`src/hdl/vwdi_ram.sv`:
```
// ----------------------------------------------------------------------------
// vwdi_ram: generic simple dual-port RAM
// One write port, one read port, registered read data.
// ----------------------------------------------------------------------------
module vwdi_ram #(
  parameter int WIDTH = 8,
  parameter int DEPTH = 16
) (
  input  logic                     clk,
  input  logic                     we,
  input  logic [$clog2(DEPTH)-1:0] waddr,
  input  logic [WIDTH-1:0]         wdata,
  input  logic [$clog2(DEPTH)-1:0] raddr,
  output logic [WIDTH-1:0]         rdata
);

  logic [WIDTH-1:0] mem [DEPTH];

  always_ff @(posedge clk) begin
    if (we) begin
      mem[waddr] <= wdata;
    end
    rdata <= mem[raddr];
  end

endmodule

```
`config.mk`:
```
export PLATFORM = sky130hd
export DESIGN_NAME = vwdi_ram
export DESIGN_NICKNAME = d
export VERILOG_FILES = /design/src/hdl/vwdi_ram.sv
export SDC_FILE = /design/constraint.sdc
export NUM_CORES = 1
export LEC_CHECK = 0
export ABC_AREA = 0
export BUFFER_PORTS_ARGS = -buffer_cell sky130_fd_sc_hd__buf_2
export CORE_AREA = 2 2 91 93
export CTS_BUF_LIST = sky130_fd_sc_hd__clkbuf_4
export DETAILED_ROUTE_END_ITERATION = 12
export DIE_AREA = 0 0 93 95
export GPL_TIMING_DRIVEN = 0
export MAX_ROUTING_LAYER = met4
export PLACE_DENSITY = 0.83
export SYNTH_ARGS = -nofsm -noshare
export SYNTH_HDL_FRONTEND = slang
export SYNTH_SLANG_ARGS = --single-unit
```
`constraint.sdc`:
```
create_clock -name clk -period 3.72 [get_ports clk]
set_input_delay 0.186 -clock clk [delete_from_list [all_inputs] [get_ports clk]]
set_output_delay 0.186 -clock clk [all_outputs]
set_load 0.05 [all_outputs]
```
==> flow_summary.ini <==
[run_status]
status = completed

[routing]
drt_iter0_markers = 291
ant_nets = 0
routed_wl_mm = 9.293
firstDrtPassIters = 6
wl_per_cell_um = 23.83
drc = 0
vias = 2478
viasPerCell = 6.354

[synthesis]
synth_adder_area_share_pct = 0
synth_cell_types = 19
syn_area_per_cell_sq_um = 22.48
synth_area_sq_um = 5147
synthCells = 229
synthXorXnorAreaFrac_pct = 0
synth_compound_area_share_pct = 2.333
synth-warning-count = 0
muxShareOfSynthArea_pct = 15.02
synth-simple-area-share_pct = 3.184
syn_nets = 247
synth_top_family_by_area = multiplexers
yosysSeqAreaShare_pct = 77.78
ys_ff_latch = 136

[grt]
overflow = 0
grt_max_degree = 17
grt_pass1_wl_mm = 13.47
antenna_found_initial = 0
grt_pass1_vias = 2289
grt_util_all_layers_pct = 23.38

[flow_run]
max_cap_violations = 0

[pwr]
power_density_nw_per_um2 = 514.7
clkPwrFrac_pct = 34.9
p_leak_nw = 1.913
vdd_drop_max_mv = 0.2759
intPower_mw = 2.315
p_comb_share_pct = 6.6
seqPwrFrac_pct = 58.4
switchingPower_mw = 0.6276
swShare_pct = 21.33

[cells_and_area]
n_antenna_cell = 0
drive_gt1_share_pct = 29.12
mostFrequentLayoutCell = edfxtp_1
nets = 290
layout_common_cells = edfxtp_1, buf_2, mux4_2, clkbuf_4, a22oi_1
fin_util_pct = 72.11
area_delta_synth_final_pct = 11.06

[timing]
rsz0062_at_grt = false
final-hold-violation-count = 0
hold_slack_ns = 0.07240
fin_skew_ns = 0.01859
finalCritPeriodShare_pct = 43.97
setup-violations-final = 0
fin_crit_ns = 1.636
fin_setup_tns_ns = 0
max_freq_mhz = 611.4
max_slew.worst_pin.slew_ns = 1.207
max_slew_margin_pct = 18.90
finalMaxSlewViolations = 0

[worst_setup_path]
arrival_ns = 1.75
worstPathRequired_ns = 3.83
cp_max_fo = 8
worstSetupPathType = in -> reg
worstSetupStartpointType = input pin
endpoint_kind = flop
reg2reg_depth = 3

[floorplan]
die_h_um = 95
die_w_um = 93
start_util_pct = 64.93
coreArea_sq_um = 7928
ioPinCount = 26
row_count = 33
die_area_sq_um = 8835

[clock_network]
htreeDepth = 4
cts_resized = 0
cts_tree = built
cts_buffers = 17
cts_setup_buffers = 0
clk_pin_slew_worst_paths_ns = 0.12
clockRootBuffer = clkbuf_4
hold_buffers = 0
cts_sinks = 136
clk_path_buf_depth = 2
clk_latency_ns = 0.50

[placement]
dp_hpwl_mm = 5.976
globalplace.congestion = 0.7312
io_buffers = 24

[min_path]
whs_path_depth = 1
hold_class = in -> reg
-- logic make-up (layout without fill, tap and decap cells) --
kind of cell,after synthesis,after routing
muxes,32,32
AOI/OAI and AO/OA,16,16
DFF,136,136
buffers and inverters,10,66
and+or+nand+nor,35,35
-- power groups by stage --
stage | Combinational (mW) | Clock (mW) | Sequential [mW]
after floorplan | 0.0870 | 0 | 1.79
after global placement | 0.188 | 0 | 1.75
after detailed placement | 0.196 | 0 | 1.75
after CTS | 0.197 | 1.04 | 1.72
after global routing | 0.208 | 1.11 | 1.72
final | 0.196 | 1.03 | 1.72
-- metal layers --
metal  GRT usage (%)  share of wire, %
met5               -                 0
met3           5.826                10
met1           31.51                37
met2           36.23                51
met4           7.353               1.5
-- synthesized netlist by cell type --
| master | number | area, sq um |
|---|---|---|
| a22oi_1 | 16 | 120.1 |
| and2_1 | 1 | 6.260 |
| and2b_1 | 1 | 7.510 |
| buf_2 | 3 | 15.01 |
| buf_4 | 1 | 7.510 |
| buf_6 | 3 | 33.78 |
| clkdlybuf4s25_2 | 3 | 30.03 |
| dfxtp_1 | 8 | 160.2 |
| edfxtp_1 | 128 | 3844 |
| mux4_1 | 14 | 367.9 |
| mux4_2 | 18 | 405.4 |
| nand2_1 | 9 | 33.78 |
| nand2b_1 | 2 | 12.51 |
| nand3_1 | 1 | 5.000 |
| nand3b_1 | 2 | 15.01 |
| nor2_1 | 13 | 48.80 |
| nor2b_1 | 1 | 6.260 |
| nor3_1 | 4 | 20.02 |
| or3b_2 | 1 | 8.760 |
-- per-stage QoR --
stage / instance area (sq um) / power, mW / instances / setup slack (ns)
floorplan: 5147 / 1.875 / 229 / 2.041
global placement: 5399 / 1.938 / 358 / 1.559
detailed placement: 5399 / 1.949 / 358 / 1.607
CTS: 5717 / 2.956 / 390 / 2.139
global route: 5717 / 3.035 / 390 / 2.028
finish: 5717 / 2.942 / 390 / 2.084
-- final timing paths --
check / start / endpoint / slack [ns]
worst min-delay path: wdata[4] / mem[0][4] / 0.07
worst min register to register: mem[11][3] / rdata[3] / 0.69
worst max register to register: mem[0][7] / rdata[7] / 2.27
worst max-delay path: waddr[2] / mem[0][7] / 2.08
-- registers in the layout, indices dropped and copies added (netlist names) --
register and flops:
mem 128, rdata 8
-- worst max-delay path, cell delays in order --
cell,delay [ns]
buf_2,0.11
or3b_2,0.54
nor3_1,0.91
-- area by class of cell --
class	instances	area, sq um
clock inverter	14	182.7
multi-input combinational	83	1057
tap	105	131.4
timing repair buffer	24	120.1
clock buffer	18	135.1
buffer	10	86.33
fill	472	2211
sequential	136	4004
No activity file was read; power rests on OpenSTA's default activity.
