<file path="config.mk">
export PLATFORM = sky130hd
export DESIGN_NAME = vwdi_front
export DESIGN_NICKNAME = d
export VERILOG_FILES = /design/src/hdl/vwdi_pkg.sv /design/src/hdl/vwdi_front.sv
export SDC_FILE = /design/constraint.sdc
export NUM_CORES = 1
export LEC_CHECK = 0
export BUFFER_PORTS_ARGS = -buffer_cell sky130_fd_sc_hd__buf_2
export CAP_MARGIN = 20
export CELL_PAD_IN_SITES_DETAIL_PLACEMENT = 0
export CELL_PAD_IN_SITES_GLOBAL_PLACEMENT = 2
export CORE_MARGIN = 4
export CORE_UTILIZATION = 40
export CTS_CLUSTER_DIAMETER = 40
export DETAILED_ROUTE_END_ITERATION = 10
export PLACE_DENSITY = 0.92
export SLEW_MARGIN = 10
export SYNTH_ARGS = -nofsm -noshare
export SYNTH_HDL_FRONTEND = slang
export SYNTH_SLANG_ARGS = --single-unit
</file>
<file path="constraint.sdc">
create_clock -name clk -period 22.1 [get_ports clk]
set_input_delay 1.105 -clock clk [delete_from_list [all_inputs] [get_ports clk]]
set_output_delay 1.105 -clock clk [all_outputs]
set_load 0.01 [all_outputs]
</file>
<file path="src/hdl/vwdi_pkg.sv">
// ----------------------------------------------------------------------------
// vwdi_pkg: shared types and constants for the vertex weld indexer
// Table geometry, item, queue-head, config and RAM request records, and config register codes.
// ----------------------------------------------------------------------------
package vwdi_pkg;

  // Unique-vertex table depth (2 .. 65536)
  localparam int TABLE_DEPTH = 1024;
  localparam int IDX_W       = $clog2(TABLE_DEPTH);
  localparam int CNT_W       = IDX_W + 1;

  localparam int COORD_W     = 24;
  localparam int DIFF_W      = COORD_W + 1;
  localparam int SQ_W        = 2 * COORD_W + 1;
  localparam int SUM_W       = SQ_W + 2;
  localparam int THR_W       = 50;
  localparam int VIDX_W      = 10;
  localparam int ENTRY_W     = 6 * COORD_W;
  localparam int QUEUE_DEPTH = 2;

  // Config port
  localparam int CFG_IDX_W = 8;
  localparam logic [CFG_IDX_W-1:0] CFG_REG_THRESHOLD = CFG_IDX_W'(0);
  localparam logic [CFG_IDX_W-1:0] CFG_REG_NORMALS   = CFG_IDX_W'(1);

  typedef logic signed [COORD_W-1:0] coord_t;

  typedef struct packed {
    logic   start_mesh;
    coord_t pos_x;
    coord_t pos_y;
    coord_t pos_z;
    coord_t norm_x;
    coord_t norm_y;
    coord_t norm_z;
  } item_t;

  // Front-to-back queue head
  typedef struct packed {
    logic  valid;
    item_t item;
  } q_head_t;

  typedef struct packed {
    logic [THR_W-1:0] threshold;
    logic             normals;
  } cfg_t;

  typedef struct packed {
    logic               we;
    logic [IDX_W-1:0]   waddr;
    logic [ENTRY_W-1:0] wdata;
    logic [IDX_W-1:0]   raddr;
  } ram_req_t;

  typedef enum logic {
    S_IDLE,
    S_SCAN
  } scan_state_t;

  function automatic logic [SQ_W-1:0] sq_diff(input coord_t a, input coord_t b);
    logic signed [DIFF_W-1:0] d;
    logic signed [2*DIFF_W-1:0] p;
    d = $signed({a[COORD_W-1], a}) - $signed({b[COORD_W-1], b});
    p = d * d;
    return p[SQ_W-1:0];
  endfunction

  // Low VIDX_W bits of a table index, zero-extended when the index is narrower
  function automatic logic [VIDX_W-1:0] to_vidx(input logic [IDX_W-1:0] i);
    logic [IDX_W+VIDX_W-1:0] w;
    w = {{VIDX_W{1'b0}}, i};
    return w[VIDX_W-1:0];
  endfunction

endpackage

</file>
<file path="src/hdl/vwdi_front.sv">
// ----------------------------------------------------------------------------
// vwdi_front: request intake
// Accepts vertex requests into a short queue ahead of the table scan.
// ----------------------------------------------------------------------------
module vwdi_front import vwdi_pkg::*; (
  input  logic    clk,
  input  logic    rst_n,
  input  logic    push,
  input  item_t   push_item,
  output logic    full,
  input  logic    pop,
  output q_head_t head
);

  localparam int PTR_W = $clog2(QUEUE_DEPTH);

  item_t              mem_r [QUEUE_DEPTH];
  logic [PTR_W-1:0]   wr_ptr_r;
  logic [PTR_W-1:0]   rd_ptr_r;
  logic [PTR_W:0]     cnt_r;
  logic               do_push;
  logic               do_pop;

  assign full       = (cnt_r == (PTR_W + 1)'(QUEUE_DEPTH));
  assign head.valid = (cnt_r != '0);
  assign head.item  = mem_r[rd_ptr_r];
  assign do_push    = push && !full;
  assign do_pop     = pop && head.valid;

  // Payload store, no reset
  always_ff @(posedge clk) begin
    if (do_push) begin
      mem_r[wr_ptr_r] <= push_item;
    end
  end

  always_ff @(posedge clk) begin
    if (!rst_n) begin
      wr_ptr_r <= '0;
      rd_ptr_r <= '0;
      cnt_r    <= '0;
    end else begin
      if (do_push) begin
        wr_ptr_r <= (wr_ptr_r == PTR_W'(QUEUE_DEPTH - 1)) ? '0 : wr_ptr_r + 1'b1;
      end
      if (do_pop) begin
        rd_ptr_r <= (rd_ptr_r == PTR_W'(QUEUE_DEPTH - 1)) ? '0 : rd_ptr_r + 1'b1;
      end
      cnt_r <= cnt_r + (PTR_W + 1)'(do_push) - (PTR_W + 1)'(do_pop);
    end
  end

endmodule

</file>
==> impl_metrics.py <==
metrics = {
    "power": {
        "p_sw_w": 0.000480,
        "vdd_drop_max_mv": 0.0804,
        "internal_power_w": 0.00133,
        "cellPowerDensity_mw_per_mm2": 128,
        "power.leakage_nw": 5.38,
        "swShare_pct": 26.6,
        "seqPwrFrac_pct": 41.4,
        "p_comb_share_pct": 23.5,
        "pwr-share-clk_pct": 35.0,
        "totalPowerFinal_w": 0.00181,
    },
    "cts": {
        "cts_tree": "done",
        "cts_hold_buffers": 0,
        "clk_latency_ps": 500,
        "cts.clk_slew.worst_paths_ps": 50,
        "cts_buffers": 39,
        "cts_max_level": 2,
        "cts_root_buffer": "clkbuf_16",
        "cts.sinks": 295,
        "cts_buffer_depth": 3,
        "post_cts_buffers": 0,
        "cts_resized": 0,
    },
    "cells_and_area": {
        "drive_gt1_share_pct": 61.7,
        "final_cell_mix": "295 x buf_2, 290 x edfxtp_1, 95 x mux2_2, 50 x mux2_4, 41 x clkbuf_16",
        "layout_commonest_cell": "buf_2",
        "final_core_util_pct": 52.4,
        "fin_nets": 955,
        "final_cells": 1175,
        "area_delta_synth_final_pct": 29.3,
    },
    "sta": {
        "hold_violations": 0,
        "slew_headroom_pct": 26.2,
        "finalCritPeriodShare_pct": 16.5,
        "finalSetupViolCount": 0,
        "tns_ps": 0,
        "worst_slew_pin_slew_ps": 1110,
        "drv_slew": 0,
        "rsz0062_at_grt": "false",
        "fmax_ghz": 0.274,
        "skew_ps": 11.9,
        "min_period_ps": 3650,
    },
    "status": {
        "status": "completed",
    },
    "drt": {
        "ant_nets": 0,
        "drt_wl_total_mm": 21.3,
        "num_vias": 5546,
        "route.met2.wl_mm": 10.3,
        "wl_per_cell_um": 18.1,
        "dr.pass1.iters": 4,
        "wirelength_met1_mm": 8.34,
        "drtIter0Drc": 312,
        "routed.top_layer": "met5",
        "dr_wl_met3_mm": 1.94,
        "vias_per_cell": 4.72,
        "drc": 0,
    },
    "run": {
        "max_cap_violations": 0,
    },
    "placement": {
        "dpl.hpwl_mm": 14.1,
        "place.port_buffers": 295,
        "placedCellCount": 1104,
        "place_congestion": 0.698,
    },
    "floorplan": {
        "fp-row-count": 60,
        "chipHeight_um": 173,
        "core_area_sq_mm": 0.0269,
        "initial_utilization_pct": 40.5,
        "dieArea_sq_mm": 0.0299,
        "chipWidth_um": 173,
        "io_pins": 296,
    },
    "global_routing": {
        "antenna_found_initial": 5,
        "grt_pass1_wl_mm": 33.0,
        "grt_max_degree": 80,
        "grt_pass1_vias": 6039,
        "grt_util_all_layers_pct": 13.8,
        "gr-total-overflow": 0,
    },
    "synth": {
        "synth_area_sq_mm": 0.0109,
        "yosys_register_bits": 295,
        "synthCells": 478,
        "avgSynthCellArea_sq_um": 22.8,
        "ys_seq_area_share_pct": 80.9,
        "ys_warn_count": 0,
        "synth_nets": 629,
        "ys_types": 19,
    },
    "setup_path": {
        "crit_path_end_kind": "primary output",
        "cp-start-kind": "flop",
        "crit_arrival_ps": 2550,
        "worstPathRequired_ps": 21000,
        "crit_type": "flop to primary output",
        "worstPathMaxFanout": 68,
    },
    "min_path": {
        "hp-class": "flop to flop",
    },
}
## kinds of logic after synthesis
group | Yosys count | synth area share (%)
xor gates and xnor gates | 2 | 0.161
muxes | 146 | 16.8
and+or+nand+nor | 13 | 0.597
DFF | 295 | 80.9
adders and majority gates | 2 | 0.230
AOI/OAI and AO/OA | 1 | 0.0690
buffers and inverters | 19 | 1.24
## metrics by stage
stage | hold WS (ps) | setup slack, ps | instance area [sq um]
global placement | 502 | 18490 | 12700
floorplan | 455 | 14230 | 10900
CTS | 519 | 18410 | 14100
finish | 520 | 18450 | 14100
global route | 579 | 18340 | 14100
detailed placement | 512 | 18480 | 12700
## cells in the mapped netlist
master    count  area [sq um]
edfxtp_1    290          8710
mux2_2       95          1070
mux2_4       50           751
buf_2         9          45.0
buf_6         7          78.8
dfxtp_1       5           100
nor2_1        4          15.0
inv_1         3          11.3
and2_1        2          12.5
ha_1          2          25.0
nand2_1       2          7.51
nand2b_1      2          12.5
and3_1        1          6.26
mux2i_1       1          10.0
nor3_1        1          5.00
o21a_1        1          7.51
or2_2         1          6.26
xnor2_1       1          8.76
xor2_1        1          8.76
## power by group through the flow
stage	logic [W]	clock network (W)	registers, W
2_1_floorplan	0.000286	0	0.000766
3_3_place_gp	0.000431	0	0.000756
3_5_place_dp	0.000434	0	0.000761
4_1_cts	0.000435	0.000651	0.000750
5_1_grt	0.000458	0.000680	0.000757
6_report	0.000425	0.000633	0.000748
## final timing paths
kind | cells after the start | slack [ps] | start | to
min | 2 | 520 | rd_ptr_r | flop
max reg2reg | 5 | 19140 | cnt_r[0] | mem_r[0][39]
min reg2reg | 2 | 520 | rd_ptr_r | flop
max | 3 | 18450 | flop | head[13]
## flip-flops by register name, summed over array words and instances (netlist names), named ones only
signal and flops:
cnt_r 2, mem_r 290, rd_ptr_r 1, wr_ptr_r 1
## worst max-delay path: stages (launching register included)
cell	delay, ps
dfxtp_4	550
buf_4	790
mux2_2	420
buf_2	140
## layout make-up
class / count / area, sq um
fillers: 2177 / 12800
flip-flops and latches: 295 / 8810
multi-input cells: 164 / 1960
repair buffers: 301 / 1520
clock buffers: 43 / 1030
well taps: 341 / 427
clock inverters: 27 / 313
inverters: 3 / 11.3
diodes: 1 / 2.50
## metal layers
layer	up-vias	GRT usage (%)
met5	-	0
met4	8	4.99
met3	56	5.62
met2	228	22.9
met1	2688	16.4
li1	2566	-
Note: power is estimated with default switching activity, not from simulation.
